File: config.mk
export PLATFORM = sky130hd
export DESIGN_NAME = integer_literal_radix_parser_unit_flat
export DESIGN_NICKNAME = d
export VERILOG_FILES = /design/src/hw/rtl/ilrp_pkg.sv /design/src/hw/rtl/ilrp_if.sv /design/src/hw/rtl/ilrp_scan.sv /design/src/hw/rtl/ilrp_accum.sv /design/src/hw/rtl/ilrp_result.sv /design/src/hw/rtl/integer_literal_radix_parser_unit.sv /design/src/flat_wrapper.sv
export SDC_FILE = /design/constraint.sdc
export NUM_CORES = 1
export LEC_CHECK = 0
export ABC_AREA = 1
export BUFFER_PORTS_ARGS = -buffer_cell sky130_fd_sc_hd__buf_2
export CAP_MARGIN = 10
export CORE_MARGIN = 4
export CORE_UTILIZATION = 55
export CTS_CLUSTER_DIAMETER = 120
export CTS_CLUSTER_SIZE = 10
export DETAILED_ROUTE_END_ITERATION = 7
export PLACE_DENSITY = 0.73
export SLEW_MARGIN = 20
export SYNTH_ARGS = -nofsm -noshare
export SYNTH_HDL_FRONTEND = slang
export SYNTH_SLANG_ARGS = --single-unit
File: constraint.sdc
create_clock -name clk -period 16.11 [get_ports clk]
set_input_delay 0.8055 -clock clk [delete_from_list [all_inputs] [get_ports clk]]
set_output_delay 0.8055 -clock clk [all_outputs]
set_load 0.05 [all_outputs]
File: src/hw/rtl/ilrp_pkg.sv
// shared types, constants and character helpers for the integer literal radix parser
package ilrp_pkg;

	localparam int unsigned CHAR_W    = 8;
	localparam int unsigned VALUE_W   = 32;
	localparam int unsigned ACCUM_W   = 64;
	// room for accum * 16 + 15 with accum at most 2^(ACCUM_W-1)
	localparam int unsigned ACC_EXT_W = ACCUM_W + 4;
	localparam int unsigned NUM_LANES = 3;
	localparam int unsigned LEAD_N    = 3;

	localparam logic [ACC_EXT_W-1:0] ACC_LIM = ACC_EXT_W'(1) << (ACCUM_W - 1);
	localparam logic [VALUE_W-1:0] SAT_POS = VALUE_W'(ACC_LIM - ACC_EXT_W'(1));
	localparam logic [VALUE_W-1:0] SAT_NEG = VALUE_W'(~ACC_LIM + ACC_EXT_W'(1));

	// result classes
	typedef enum logic [2:0] {
		CLS_DEC = 3'd0,
		CLS_HEX = 3'd1,
		CLS_OCT = 3'd2,
		CLS_BIN = 3'd3,
		CLS_BAD = 3'd4
	} radix_class_t;

	// scan phases
	typedef enum logic [2:0] {
		PH_LEAD  = 3'd0,
		PH_FIRST = 3'd1,
		PH_ZERO  = 3'd2,
		PH_OTHER = 3'd3,
		PH_ZEROX = 3'd4,
		PH_ZEROO = 3'd5
	} phase_t;

	// accumulator lanes
	typedef logic [1:0] lane_t;
	localparam lane_t LANE_HEX = 2'd0;
	localparam lane_t LANE_OCT = 2'd1;
	localparam lane_t LANE_DEC = 2'd2;
	localparam logic [NUM_LANES-1:0][4:0] LANE_BASE = {5'd10, 5'd8, 5'd16};

	localparam logic [4:0] DIG_NONE = 5'd16;

	// character codes
	localparam logic [CHAR_W-1:0] CH_0     = 8'h30;
	localparam logic [CHAR_W-1:0] CH_1     = 8'h31;
	localparam logic [CHAR_W-1:0] CH_7     = 8'h37;
	localparam logic [CHAR_W-1:0] CH_9     = 8'h39;
	localparam logic [CHAR_W-1:0] CH_PLUS  = 8'h2B;
	localparam logic [CHAR_W-1:0] CH_MINUS = 8'h2D;
	localparam logic [CHAR_W-1:0] CH_DOT   = 8'h2E;
	localparam logic [CHAR_W-1:0] CH_SPACE = 8'h20;
	localparam logic [CHAR_W-1:0] CH_TAB   = 8'h09;
	localparam logic [CHAR_W-1:0] CH_CR    = 8'h0D;
	localparam logic [CHAR_W-1:0] CH_LA    = 8'h61;
	localparam logic [CHAR_W-1:0] CH_LF    = 8'h66;
	localparam logic [CHAR_W-1:0] CH_UA    = 8'h41;
	localparam logic [CHAR_W-1:0] CH_UF    = 8'h46;
	localparam logic [CHAR_W-1:0] CH_LX    = 8'h78;
	localparam logic [CHAR_W-1:0] CH_UX    = 8'h58;
	localparam logic [CHAR_W-1:0] CH_LB    = 8'h62;
	localparam logic [CHAR_W-1:0] CH_UB    = 8'h42;
	localparam logic [CHAR_W-1:0] CH_LL    = 8'h6C;
	localparam logic [CHAR_W-1:0] CH_UL    = 8'h4C;
	localparam logic [CHAR_W-1:0] CH_LU    = 8'h75;
	localparam logic [CHAR_W-1:0] CH_UU    = 8'h55;

	// scan state carried between characters
	typedef struct packed {
		logic [1:0]                    cnt;
		logic [LEAD_N-1:0][CHAR_W-1:0] lead;
		logic                          bad;
		phase_t                        phase;
		logic                          neg;
		logic [VALUE_W-1:0]            bin_cur;
		logic [VALUE_W-1:0]            bin_prev;
	} scan_t;

	// accumulator control from the scanner
	typedef struct packed {
		logic en;
		logic skip_x;
	} feed_t;

	function automatic logic is_dig(input logic [CHAR_W-1:0] c);
		return (c >= CH_0) && (c <= CH_9);
	endfunction

	function automatic logic is_xx(input logic [CHAR_W-1:0] c);
		return (c == CH_LX) || (c == CH_UX);
	endfunction

	function automatic logic is_bb(input logic [CHAR_W-1:0] c);
		return (c == CH_LB) || (c == CH_UB);
	endfunction

	// digit value 0..15, or DIG_NONE outside the hex digits
	function automatic logic [4:0] dig_code(input logic [CHAR_W-1:0] c);
		logic [4:0] r;
		r = DIG_NONE;
		if (is_dig(c)) begin
			r = 5'(c - CH_0);
		end else if ((c >= CH_LA) && (c <= CH_LF)) begin
			r = 5'(c - CH_LA) + 5'd10;
		end else if ((c >= CH_UA) && (c <= CH_UF)) begin
			r = 5'(c - CH_UA) + 5'd10;
		end
		return r;
	endfunction

	function automatic logic is_allowed(input logic [CHAR_W-1:0] c);
		return (dig_code(c) != DIG_NONE) || (c == CH_LL) || (c == CH_UL) ||
			(c == CH_LU) || (c == CH_UU) || is_xx(c) || is_bb(c);
	endfunction

	function automatic logic is_space(input logic [CHAR_W-1:0] c);
		return (c == CH_SPACE) || ((c >= CH_TAB) && (c <= CH_CR));
	endfunction

	function automatic logic is_sign_pair(input logic [CHAR_W-1:0] a,
		input logic [CHAR_W-1:0] b);
		return ((a == CH_MINUS) || (a == CH_PLUS)) && (is_dig(b) || (b == CH_DOT));
	endfunction

endpackage

File: src/hw/rtl/ilrp_if.sv
// valid/ready channels for characters in and parse results out
interface ilrp_char_if;
	logic       valid;
	logic       ready;
	logic [7:0] char_in;
	logic       last_char;

	modport source (output valid, output char_in, output last_char, input ready);
	modport sink (input valid, input char_in, input last_char, output ready);
endinterface

interface ilrp_result_if;
	logic              valid;
	logic              ready;
	logic signed [31:0] value;
	logic [2:0]        radix_class;
	logic              saturated;

	modport source (output valid, output value, output radix_class, output saturated,
		input ready);
	modport sink (input valid, input value, input radix_class, input saturated,
		output ready);
endinterface

File: src/hw/rtl/ilrp_scan.sv
// scanner: leading characters, sign, prefix phase, bad character flag and binary sums
module ilrp_scan import ilrp_pkg::*; (
	input  logic              clk,
	input  logic              arst_n,
	input  logic              step,
	input  logic              step_last,
	input  logic [CHAR_W-1:0] ch,
	output scan_t             nxt,
	output feed_t             feed
);

	scan_t cur_q;

	// next scan state for this character
	always_comb begin
		nxt = cur_q;
		if (cur_q.cnt != 2'd3) begin
			nxt.lead[cur_q.cnt] = ch;
			nxt.cnt = cur_q.cnt + 2'd1;
		end
		if ((cur_q.cnt != 2'd0) && !is_allowed(ch)) begin
			nxt.bad = 1'b1;
		end
		nxt.bin_prev = cur_q.bin_cur;
		nxt.bin_cur = is_bb(ch) ? '0 : {cur_q.bin_cur[VALUE_W-2:0], ch == CH_1};
		case (cur_q.phase)
			PH_LEAD: begin
				if ((ch == CH_PLUS) || (ch == CH_MINUS)) begin
					nxt.neg = (ch == CH_MINUS);
					nxt.phase = PH_FIRST;
				end else if (!is_space(ch)) begin
					nxt.phase = (ch == CH_0) ? PH_ZERO : PH_OTHER;
				end
			end
			PH_FIRST: begin
				nxt.phase = (ch == CH_0) ? PH_ZERO : PH_OTHER;
			end
			PH_ZERO: begin
				nxt.phase = is_xx(ch) ? PH_ZEROX : PH_ZEROO;
			end
			default: begin
				nxt.phase = cur_q.phase;
			end
		endcase
	end

	// digits reach the accumulators once whitespace and sign are behind us
	always_comb begin
		feed.en = (cur_q.phase != PH_LEAD) ||
			(!is_space(ch) && (ch != CH_PLUS) && (ch != CH_MINUS));
		feed.skip_x = (cur_q.phase == PH_ZERO) && is_xx(ch);
	end

	// state register, cleared after the final character
	always_ff @(posedge clk or negedge arst_n) begin
		if (!arst_n) begin
			cur_q <= '0;
		end else if (step) begin
			cur_q <= step_last ? '0 : nxt;
		end
	end

`ifndef NO_ASSERTIONS
	a_scan_clear: assert property (@(posedge clk) disable iff (!arst_n)
		step && step_last |=> (cur_q.cnt == 2'd0) && (cur_q.phase == PH_LEAD) && !cur_q.bad)
		else $error("scan state not cleared after final character");
`endif

endmodule

File: src/hw/rtl/ilrp_accum.sv
// three strtol-style accumulators, one per base, with overflow and stop flags
module ilrp_accum import ilrp_pkg::*; (
	input  logic                              clk,
	input  logic                              arst_n,
	input  logic                              step,
	input  logic                              step_last,
	input  logic [CHAR_W-1:0]                 ch,
	input  feed_t                             feed,
	output logic [NUM_LANES-1:0][ACCUM_W-1:0] acc_nxt,
	output logic [NUM_LANES-1:0]              ovf_nxt
);

	logic [NUM_LANES-1:0][ACCUM_W-1:0] acc_q;
	logic [NUM_LANES-1:0]              ovf_q;
	logic [NUM_LANES-1:0]              done_q;
	logic [NUM_LANES-1:0]              done_nxt;
	logic [4:0]                        dcode;

	assign dcode = dig_code(ch);

	for (genvar g = 0; g < NUM_LANES; g++) begin : g_lane
		logic [ACC_EXT_W-1:0] ext;
		logic [ACC_EXT_W-1:0] scaled;
		logic [ACC_EXT_W-1:0] sum;
		logic                 in_range;
		logic                 over;
		logic                 skip;
		logic [ACCUM_W-1:0]   acc_n;
		logic                 ovf_n;
		logic                 done_n;

		assign ext = ACC_EXT_W'(acc_q[g]);

		// multiply by the lane base
		if (g == LANE_DEC) begin : g_dec
			assign scaled = (ext << 3) + (ext << 1);
		end else if (g == LANE_OCT) begin : g_oct
			assign scaled = ext << 3;
		end else begin : g_hex
			assign scaled = ext << 4;
		end

		assign sum = scaled + ACC_EXT_W'(dcode[3:0]);
		assign in_range = dcode < LANE_BASE[g];
		assign over = sum > ACC_LIM;
		assign skip = (lane_t'(g) == LANE_HEX) && feed.skip_x;

		// one strtol digit step
		always_comb begin
			acc_n = acc_q[g];
			ovf_n = ovf_q[g];
			done_n = done_q[g];
			if (feed.en && !done_q[g] && !skip) begin
				if (!in_range) begin
					done_n = 1'b1;
				end else if (!ovf_q[g]) begin
					if (over) begin
						ovf_n = 1'b1;
					end else begin
						acc_n = sum[ACCUM_W-1:0];
					end
				end
			end
		end

		assign acc_nxt[g] = acc_n;
		assign ovf_nxt[g] = ovf_n;
		assign done_nxt[g] = done_n;
	end

	// accumulator registers, cleared after the final character
	always_ff @(posedge clk or negedge arst_n) begin
		if (!arst_n) begin
			acc_q <= '0;
			ovf_q <= '0;
			done_q <= '0;
		end else if (step) begin
			if (step_last) begin
				acc_q <= '0;
				ovf_q <= '0;
				done_q <= '0;
			end else begin
				acc_q <= acc_nxt;
				ovf_q <= ovf_nxt;
				done_q <= done_nxt;
			end
		end
	end

`ifndef NO_ASSERTIONS
	a_acc_clear: assert property (@(posedge clk) disable iff (!arst_n)
		step && step_last |=> (acc_q == '0) && (ovf_q == '0) && (done_q == '0))
		else $error("accumulators not cleared after final character");
`endif

endmodule

File: src/hw/rtl/ilrp_result.sv
// classification, value selection with saturation, and the result register
module ilrp_result import ilrp_pkg::*; (
	input  logic                              clk,
	input  logic                              arst_n,
	input  logic                              fin,
	input  logic [CHAR_W-1:0]                 ch,
	input  scan_t                             nxt,
	input  logic [NUM_LANES-1:0][ACCUM_W-1:0] acc_nxt,
	input  logic [NUM_LANES-1:0]              ovf_nxt,
	output logic                              out_free,
	ilrp_result_if.source                     res
);

	radix_class_t       cls;
	logic               pfx_bin;
	lane_t              sel;
	logic [ACCUM_W-1:0] acc_sel;
	logic               sat;
	logic [VALUE_W-1:0] value_d;
	logic [CHAR_W-1:0]  c0;
	logic [CHAR_W-1:0]  c1;
	logic [CHAR_W-1:0]  c2;

	logic               valid_q;
	logic [VALUE_W-1:0] value_q;
	radix_class_t       cls_q;
	logic               sat_q;

	assign c0 = nxt.lead[0];
	assign c1 = nxt.lead[1];
	assign c2 = nxt.lead[2];

	// classify from the leading characters and the final one
	always_comb begin
		cls = CLS_DEC;
		pfx_bin = 1'b0;
		if (nxt.cnt == 2'd1) begin
			cls = is_dig(c0) ? CLS_DEC : CLS_BAD;
		end else if (nxt.bad) begin
			cls = CLS_BAD;
		end else if (!is_sign_pair(c0, c1)) begin
			if (!is_allowed(c0)) begin
				cls = CLS_BAD;
			end else if (c0 == CH_0) begin
				if (is_xx(c1)) begin
					cls = CLS_HEX;
				end else if (is_bb(c1)) begin
					cls = CLS_BIN;
					pfx_bin = 1'b1;
				end else if ((c1 >= CH_0) && (c1 <= CH_7)) begin
					cls = CLS_OCT;
				end else begin
					cls = CLS_DEC;
				end
			end else begin
				cls = is_bb(ch) ? CLS_BIN : CLS_DEC;
			end
		end else if (nxt.cnt != 2'd3) begin
			cls = CLS_DEC;
		end else if (c1 == CH_0) begin
			if (is_xx(c2)) begin
				cls = CLS_HEX;
			end else if ((c2 >= CH_0) && (c2 <= CH_7)) begin
				cls = CLS_OCT;
			end else begin
				cls = CLS_DEC;
			end
		end else begin
			cls = is_bb(ch) ? CLS_BIN : CLS_DEC;
		end
	end

	// accumulator lane behind the class, base detection for invalid literals
	always_comb begin
		case (cls)
			CLS_HEX: sel = LANE_HEX;
			CLS_OCT: sel = LANE_OCT;
			CLS_DEC: sel = LANE_DEC;
			CLS_BIN: sel = LANE_DEC;
			default: begin
				if (nxt.phase == PH_ZEROX) begin
					sel = LANE_HEX;
				end else if (nxt.phase == PH_OTHER) begin
					sel = LANE_DEC;
				end else begin
					sel = LANE_OCT;
				end
			end
		endcase
	end

	// value with sign and saturation, binary literals unsigned and unsaturated, low word only
	always_comb begin
		acc_sel = acc_nxt[sel];
		sat = 1'b0;
		if (cls == CLS_BIN) begin
			value_d = pfx_bin ? nxt.bin_cur : nxt.bin_prev;
		end else begin
			sat = ovf_nxt[sel] || (!nxt.neg && acc_sel[ACCUM_W-1]);
			if (sat) begin
				value_d = nxt.neg ? SAT_NEG : SAT_POS;
			end else begin
				value_d = nxt.neg ? -acc_sel[VALUE_W-1:0] : acc_sel[VALUE_W-1:0];
			end
		end
	end

	assign out_free = !valid_q || res.ready;

	// result register
	always_ff @(posedge clk or negedge arst_n) begin
		if (!arst_n) begin
			valid_q <= 1'b0;
		end else if (fin) begin
			valid_q <= 1'b1;
		end else if (res.ready) begin
			valid_q <= 1'b0;
		end
	end

	always_ff @(posedge clk) begin
		if (fin) begin
			value_q <= value_d;
			cls_q <= cls;
			sat_q <= sat;
		end
	end

	assign res.valid = valid_q;
	assign res.value = value_q;
	assign res.radix_class = cls_q;
	assign res.saturated = sat_q;

`ifndef NO_ASSERTIONS
	a_bin_unsat: assert property (@(posedge clk) disable iff (!arst_n)
		valid_q && (cls_q == CLS_BIN) |-> !sat_q)
		else $error("binary result flagged as saturated");
`endif

endmodule

File: src/hw/rtl/integer_literal_radix_parser_unit.sv
// Integer literal radix parser: characters of a literal in, one classified value out
//
// lit carries one character per request with last_char marking the end of a
// literal; res carries one result per literal: the low 32 bits of the value,
// the radix class and the saturation flag.
// A final character is registered in the input register, processed into the
// result register once that register is free, and its result is offered
// from then on.
// Throughput: one character per cycle; the multiply by the base and the add of
// each digit accumulator complete between the input and state registers.
// A final character waits in the input register only while the result
// register still holds an untaken result; other characters never wait.
// Reset clears the input stage, the scan state, the accumulators and the
// result valid flag; the first character after reset starts a new literal.
// All scan state returns to its reset value after each final character.
module integer_literal_radix_parser_unit import ilrp_pkg::*; (
	input logic           clk,
	input logic           arst_n,
	ilrp_char_if.sink     lit,
	ilrp_result_if.source res
);

	logic                              valid_s1;
	logic [CHAR_W-1:0]                 char_s1;
	logic                              last_s1;
	logic                              s1_go;
	logic                              s1_fin;
	logic                              out_free;
	scan_t                             scan_nxt;
	feed_t                             feed;
	logic [NUM_LANES-1:0][ACCUM_W-1:0] acc_nxt;
	logic [NUM_LANES-1:0]              ovf_nxt;

	// the stage moves unless a final character meets an untaken result in the result register
	assign s1_go = valid_s1 && (!last_s1 || out_free);
	assign s1_fin = s1_go && last_s1;
	assign lit.ready = !valid_s1 || s1_go;

	// input register
	always_ff @(posedge clk or negedge arst_n) begin
		if (!arst_n) begin
			valid_s1 <= 1'b0;
		end else if (lit.valid && lit.ready) begin
			valid_s1 <= 1'b1;
		end else if (s1_go) begin
			valid_s1 <= 1'b0;
		end
	end

	always_ff @(posedge clk) begin
		if (lit.valid && lit.ready) begin
			char_s1 <= lit.char_in;
			last_s1 <= lit.last_char;
		end
	end

	ilrp_scan u_scan (
		.clk       (clk),
		.arst_n    (arst_n),
		.step      (s1_go),
		.step_last (last_s1),
		.ch        (char_s1),
		.nxt       (scan_nxt),
		.feed      (feed)
	);

	ilrp_accum u_accum (
		.clk       (clk),
		.arst_n    (arst_n),
		.step      (s1_go),
		.step_last (last_s1),
		.ch        (char_s1),
		.feed      (feed),
		.acc_nxt   (acc_nxt),
		.ovf_nxt   (ovf_nxt)
	);

	ilrp_result u_result (
		.clk      (clk),
		.arst_n   (arst_n),
		.fin      (s1_fin),
		.ch       (char_s1),
		.nxt      (scan_nxt),
		.acc_nxt  (acc_nxt),
		.ovf_nxt  (ovf_nxt),
		.out_free (out_free),
		.res      (res)
	);

`ifndef NO_ASSERTIONS
	a_fin_shows: assert property (@(posedge clk) disable iff (!arst_n)
		s1_fin |=> res.valid)
		else $error("final character processed but no result offered");
	a_mid_flows: assert property (@(posedge clk) disable iff (!arst_n)
		valid_s1 && !last_s1 |-> lit.ready)
		else $error("intake stalled behind a non-final character");
	a_drain: assert property (@(posedge clk) disable iff (!arst_n)
		res.valid && res.ready && !s1_fin |=> !res.valid)
		else $error("result offered twice");
`endif

endmodule
File: src/flat_wrapper.sv
// flat-port wrapper written by rule: the top's interface ports become plain ports
module integer_literal_radix_parser_unit_flat import ilrp_pkg::*;
  (clk, arst_n, lit_valid, lit_char_in, lit_last_char, lit_ready, res_valid, res_value, res_radix_class, res_saturated, res_ready);
  ilrp_char_if lit_i ();
  ilrp_result_if res_i ();
  input logic clk;
  input logic arst_n;
  input wire logic [$bits(lit_i.valid)-1:0] lit_valid;
  input wire logic [$bits(lit_i.char_in)-1:0] lit_char_in;
  input wire logic [$bits(lit_i.last_char)-1:0] lit_last_char;
  output wire logic [$bits(lit_i.ready)-1:0] lit_ready;
  output wire logic [$bits(res_i.valid)-1:0] res_valid;
  output wire logic [$bits(res_i.value)-1:0] res_value;
  output wire logic [$bits(res_i.radix_class)-1:0] res_radix_class;
  output wire logic [$bits(res_i.saturated)-1:0] res_saturated;
  input wire logic [$bits(res_i.ready)-1:0] res_ready;
  assign lit_i.valid = lit_valid;
  assign lit_i.char_in = lit_char_in;
  assign lit_i.last_char = lit_last_char;
  assign lit_ready = lit_i.ready;
  assign res_valid = res_i.valid;
  assign res_value = res_i.value;
  assign res_radix_class = res_i.radix_class;
  assign res_saturated = res_i.saturated;
  assign res_i.ready = res_ready;
  integer_literal_radix_parser_unit u_core (.clk(clk), .arst_n(arst_n), .lit(lit_i), .res(res_i));
endmodule
**After elaboration in Yosys (flattened, before gate mapping)**

Cells that the tools add are included.

- Memories kept: 0
- Word-level logic and storage cells: 283
- Bits in writable memories: 0
- Memory bits (read-only): 0
- Input bits: 13
- Bits in latches: 0
- Output and inout port bits: 38
- Flip-flop bits (word level): 308

- Reductions and logical operators: 75
- Mux-type cells: 93
- Divide/modulo/power cells: 0
- Shift operators: 0
- Bitwise gates (word level): 0
- Order comparisons: 28
- Eq/ne operators: 49
- Multiply operators: 0
- Add/subtract/negate cells: 16

Operators by type and width:

| operator | count |
|---|---|
| 2-to-1 mux 64 bit | 13 |
| greater-than comparator 68 x 64 -> 1 bit, second input constant | 3 |
| 2-to-1 mux 192 bit | 1 |
| 2-to-1 mux 32 bit | 6 |
| equality test 8 x 7 -> 1 bit, second input constant | 22 |
| adder 68 x 4 -> 68 bit | 2 |
| binary-select mux 64 bit (select 2 bit) | 1 |
| 2-to-1 mux 95 bit | 1 |
| equality test 8 x 6 -> 1 bit, second input constant | 10 |
| adder 67 x 4 -> 68 bit | 1 |
| adder 67 x 65 -> 68 bit | 1 |
| 2-to-1 mux 5 bit | 9 |
| less-or-equal comparator 8 x 6 -> 1 bit, second input constant | 5 |
| 2-to-1 mux 3 bit | 12 |
| 2-to-1 mux 1 bit | 35 |
| >= comparator 8 x 6 -> 1 bit, second input constant | 4 |
| >= comparator 8 x 7 -> 1 bit, second input constant | 4 |
| less-or-equal comparator 8 x 7 -> 1 bit, second input constant | 4 |
| negation 32 bit | 1 |
| logical OR 1 bit | 28 |
| 2-to-1 mux 26 bit | 1 |
| bitwise mux 24 bit | 1 |
| logical AND 1 bit | 24 |
| adder 5 x 4 -> 5 bit, second input constant | 4 |
| 29 further kinds | 68 |

**Logic depth before layout (Yosys ltp)**

- Word-level depth: 37
- Gate-level depth with buffers: 54
- Mapped depth without buffers: 53

**By module**

Synthesis repeated with hierarchy kept, for this count alone.

- Cells, all modules: 4633
- Area total of the unflattened synthesis: 28710.0 um2

Modules (own cells, without submodules):

| module | instances | sequential area each (um2) | area each (um2) | cells an instance |
|---|---|---|---|---|
| ilrp_accum | 1 | 4954.8 | 19769.0 | 3356 |
| ilrp_result | 1 | 1106.1 | 4772.1 | 784 |
| ilrp_scan | 1 | 1576.5 | 3828.7 | 474 |
| integer_literal_radix_parser_unit | 1 | 295.3 | 340.3 | 19 |

**Worst setup path before layout**

No wires, ideal clock.

- Kind: reg-to-reg
- Start point: reg u_core.char_s1[0]
- End point: reg u_core.u_result.value_q[24] (netlist: u_core.u_result.res.value[24]) (data pin)
- Library setup time: 0.253 ns
- Required time: 15.857 ns
- Path buffers: 1
- Stages on the path, launching flop included: 51
- Arrival time: 5.556 ns
- Clock period less this slack: 5.810 ns
- Path slack: 10.300 ns
- Cells stage by stage: edfxtp_1 > inv_1 > ha_1 > nor2_1 > nand2_1 > nand3_4 > inv_2 > or2_4 > nand2_1 > inv_1 > fa_1 > inv_1 > fa_1 > inv_1 > nand3_1 > nand2_1 > nand2_1 > nand2_1 > [15 not listed] > nand4_1 > nand3_1 > nand2_1 > inv_1 > ha_1 > nand3_1 > nor2_1 > nand2_1 > nor2_4 > nand3_2 > inv_2 > nand2_1 > nand2_2 > nand2_1 > nand2_1 > nand2_1 > nand2_1 > nand2_1

- Word-level cells in the longest chain between the ends: 30
- Elaborated cells on any way between the ends: 207
- Those cells by class: add/sub: 14; order compare: 25; eq/ne: 40; mux: 77; reduce/logical: 51

Ends and longest elaborated chain:

| item | RTL line | text |
|---|---|---|
| from (decl) | integer_literal_radix_parser_unit.sv:24 | `logic [CHAR_W-1:0] char_s1;` |
| from (signal assigned) | integer_literal_radix_parser_unit.sv:52 | `char_s1 <= lit.char_in;` |
| branches (longest 29 deep; another with adder 68 x 4 -> 68 bit) | n/a |  |
| 2-to-1 mux 32 bit * | ilrp_result.sv:96 | `if (cls == CLS_BIN) begin` |
| net u_core.u_result.value_d[24] | ilrp_result.sv:19 | `logic [VALUE_W-1:0] value_d;` |
| to (signal assigned) | ilrp_result.sv:123 | `value_q <= value_d;` |
| to (decl) | ilrp_result.sv:25 | `logic [VALUE_W-1:0] value_q;` |

Mark *: on every way through the listed nets, which the timed path passes. The select of a mux whose other input is x is not followed.
A chain may end at the register's enable or synchronous reset.

**Worst setup path in the final report**

- Start point: reg u_core.char_s1[0]
- End point: reg u_core.u_result.value_q[17] (netlist: u_core.u_result.res.value[17]) (data pin)

Same word-level chain as after synthesis.

==> impl_metrics.py <==
metrics = {
    "setup_path": {
        "path_common_cell": "nand2_1",
        "crit_path_end_kind": "flop",
        "cp.arrival_ns": 9.07,
        "rrSetupSlack_ns": 7.37,
        "slowest_stage": "inv_1",
        "crit_family": "simple AND/OR/NAND/NOR gates",
        "cp.required_ns": 16.44,
        "critPathMaxFanout": 64,
        "crit_type": "reg2reg",
        "path_buf_inv": 9,
        "worstSetupStartpointType": "flop",
        "max_stage_delay_ns": 0.58,
    },
    "detailed_routing": {
        "wirelength_mm": 100,
        "drtIter0Drc": 3476,
        "wl_per_cell_um": 19.5,
        "drc": 0,
        "via_count": 29600,
        "via_per_inst": 5.77,
        "antenna_left": 0,
        "first_pass_iters": 6,
    },
    "finish": {
        "final_common_cell": "nand2_1",
        "fillerInstances": 5058,
        "antennaDiodeCount": 0,
        "layout-drive-gt1-share": 0.0499,
        "area_growth_pct": 6.17,
        "final_cell_area_um2": 29300,
        "final_cell_mix": "nand2_1 (1,537), inv_1 (685), o21ai_0 (358), nor2_1 (352)",
        "layout.nets": 4611,
    },
    "die": {
        "io-pin-count": 51,
        "core-area_um2": 49300,
        "fp-row-count": 81,
        "dieArea_um2": 53700,
        "die_h_um": 232,
        "start_util": 0.559,
        "die_w_um": 232,
    },
    "place": {
        "routabilityCongestion": 1.04,
        "port_buffers": 50,
        "dp_hpwl_mm": 78.0,
        "dpl_cell_area_um2": 28200,
    },
    "pwr": {
        "p_leak_nw": 15.2,
        "p_per_area_nw_per_um2": 127,
        "ir_drop_mv": 0.129,
    },
    "global_routing": {
        "grt_pass1_vias": 27000,
        "grt_pass1_wl_mm": 155,
        "grt_antenna_before_repair": 0,
        "track_usage": 0.365,
        "grt_max_degree": 148,
        "gr-total-overflow": 0,
    },
    "run": {
        "cap_violations": 0,
    },
    "timing": {
        "rsz0062_at_grt": "false",
        "layout_min_cycle_time_ns": 8.74,
        "setup_tns_ns": 0,
        "worstMarginPinSlew_ns": 1.16,
        "fmax_ghz": 0.114,
        "setup_viol": 0,
        "timing.final.max_slew_violations": 0,
        "finClkSkew_ns": 0.0246,
        "finalHoldViolations": 0,
        "slew-limit-headroom": 0.218,
        "period_share": 0.543,
        "holdWs_ns": 0.147,
    },
    "logic_synthesis": {
        "syn-cell-area_um2": 27600,
        "ys_ff_latch": 308,
        "synth_flop_cell": "dfrtp_1",
        "synthesis.nets": 4638,
        "ys_seq_area_frac": 0.288,
        "yosysWarnings": 0,
        "syn_inst": 4483,
        "synth_edf_count": 45,
        "syn_avg_cell_area_um2": 6.15,
        "ys_async_sr_fraction": 0.854,
        "ys_types": 64,
    },
    "clock_network": {
        "htree_levels": 2,
        "cts_tree": "built",
        "cts_buffers": 36,
        "clk_pin_slew_ns": 0.06,
        "postCtsHoldBufs": 0,
        "cts_resized": 0,
        "clockRootBuffer": "clkbuf_16",
        "cts.sinks": 308,
        "clk_latency_ns": 0.59,
        "clockBufferDepth": 3,
        "postCtsSetupBuffers": 0,
    },
    "worst_hold_path": {
        "hold_path.class": "in2async",
    },
    "run_status": {
        "status": "completed",
    },
}
Yosys cell counts, types with 12 or more instances:
| cell | instances | area, um2 |
|---|---|---|
| nand2_1 | 1538 | 5770 |
| inv_1 | 688 | 2580 |
| o21ai_0 | 358 | 1790 |
| nor2_1 | 353 | 1330 |
| dfrtp_1 | 263 | 6580 |
| nand3_1 | 263 | 1320 |
| ha_1 | 140 | 1750 |
| a21oi_1 | 139 | 696 |
| nand4_1 | 107 | 669 |
| clkbuf_1 | 86 | 323 |
| nor3_1 | 68 | 340 |
| edfxtp_1 | 45 | 1350 |
| o211ai_1 | 39 | 293 |
| o22ai_1 | 36 | 225 |
| inv_2 | 35 | 131 |
| xor2_1 | 35 | 307 |
| o21ai_1 | 29 | 145 |
| a211oi_1 | 26 | 195 |
| buf_2 | 24 | 120 |
| nand3b_1 | 20 | 150 |
| nor4_1 | 17 | 106 |
| a22o_1 | 16 | 140 |
| buf_1 | 15 | 56.3 |
| o21ai_2 | 15 | 131 |
| nand2_2 | 14 | 87.6 |
| xnor2_1 | 12 | 105 |
cells by family (layout without fill, tap and decap cells):
family	Yosys count	count (layout)	share of synthesized area
fa+ha+maj	142	142	0.0650
compound gates	689	689	0.141
buf+inv	867	854	0.122
simple gates	2430	2430	0.369
flops	308	308	0.288
xor+xnor	47	47	0.0149
layer usage:
layer	up-vias	global-route usage	share of wire
li1	14300	-	-
met1	13700	0.531	0.44
met2	1416	0.565	0.44
met3	216	0.0526	0.090
met4	0	0.113	0.036
met5	-	0	0
layout make-up:
cell class | count | area (um2) | area share
inverters | 729 | 2740 | 0.0937
clock buffers | 49 | 950 | 0.0325
flip-flops and latches | 308 | 7930 | 0.271
clock inverters | 3 | 66.3 | 0.00227
repair buffers | 73 | 445 | 0.0152
well taps | 664 | 831 | 0.0284
multi-input cells | 3308 | 16300 | 0.557
where the power goes:
group          internal, mW  total (mW)  switching (mW)  leakage, nW
combinational         0.499        1.97            1.47         10.7
clock                 0.413       0.764           0.351        0.487
sequential            0.931       0.987          0.0558         4.04
metrics by stage:
step           cells  power [mW]  utilization  setup slack (ns)
6_report        5134        3.72        0.594              7.37
5_1_grt         5134        3.95        0.594              6.86
4_1_cts         5134        3.68        0.594              7.61
3_5_place_dp    5082        2.91        0.573              7.65
3_3_place_gp    5082        2.90        0.573              7.68
2_1_floorplan   4483        2.37            -             10.30
worst register-to-register path, delay by kind of cell, from the launching register on:
family                   cells  cell delay, ns
AO/OA/AOI/OAI                2            0.57
XOR/XNOR                     1            0.15
adder cells (fa/ha/maj)      4            1.24
buffers and inverters        9            2.02
flip-flops                   1            0.53
AND/OR/NAND/NOR             30            3.99
state kept, by name (all words and copies together) (netlist names), 3 cells and up:
signal	cells
u_core.u_accum.ovf_q	3
u_core.u_accum.done_q	3
u_core.u_scan.nxt	32
u_core.u_accum.acc_q	192
u_core.u_scan.cur_q	31
u_core.char_s1	8
u_core.u_result.res.radix_class	3
u_core.u_result.res.value	32
path summary, 6_finish.rpt:
path | start | endpoint | cells past startpoint
setup reg to reg | u_core.char_s1[0]$_DFFE_PP_ | u_core.u_result.res.value[17]$_DFFE_PP_ | 46
hold / removal | arst_n | u_core.u_accum.acc_q[185]$_DFFE_PN0P_ | 1
min in group clk | lit_last_char | u_core.last_s1$_DFFE_PP_ | 1
max in group asynchronous | arst_n | u_core.u_scan.cur_q[89]$_DFFE_PN0P_ | 4
setup / recovery | u_core.char_s1[0]$_DFFE_PP_ | u_core.u_result.res.value[17]$_DFFE_PP_ | 46
hold reg to reg | u_core.u_scan.cur_q[73]$_DFFE_PN0P_ | u_core.u_scan.cur_q[73]$_DFFE_PN0P_ | 2
No activity file was read; power rests on OpenSTA's default activity.
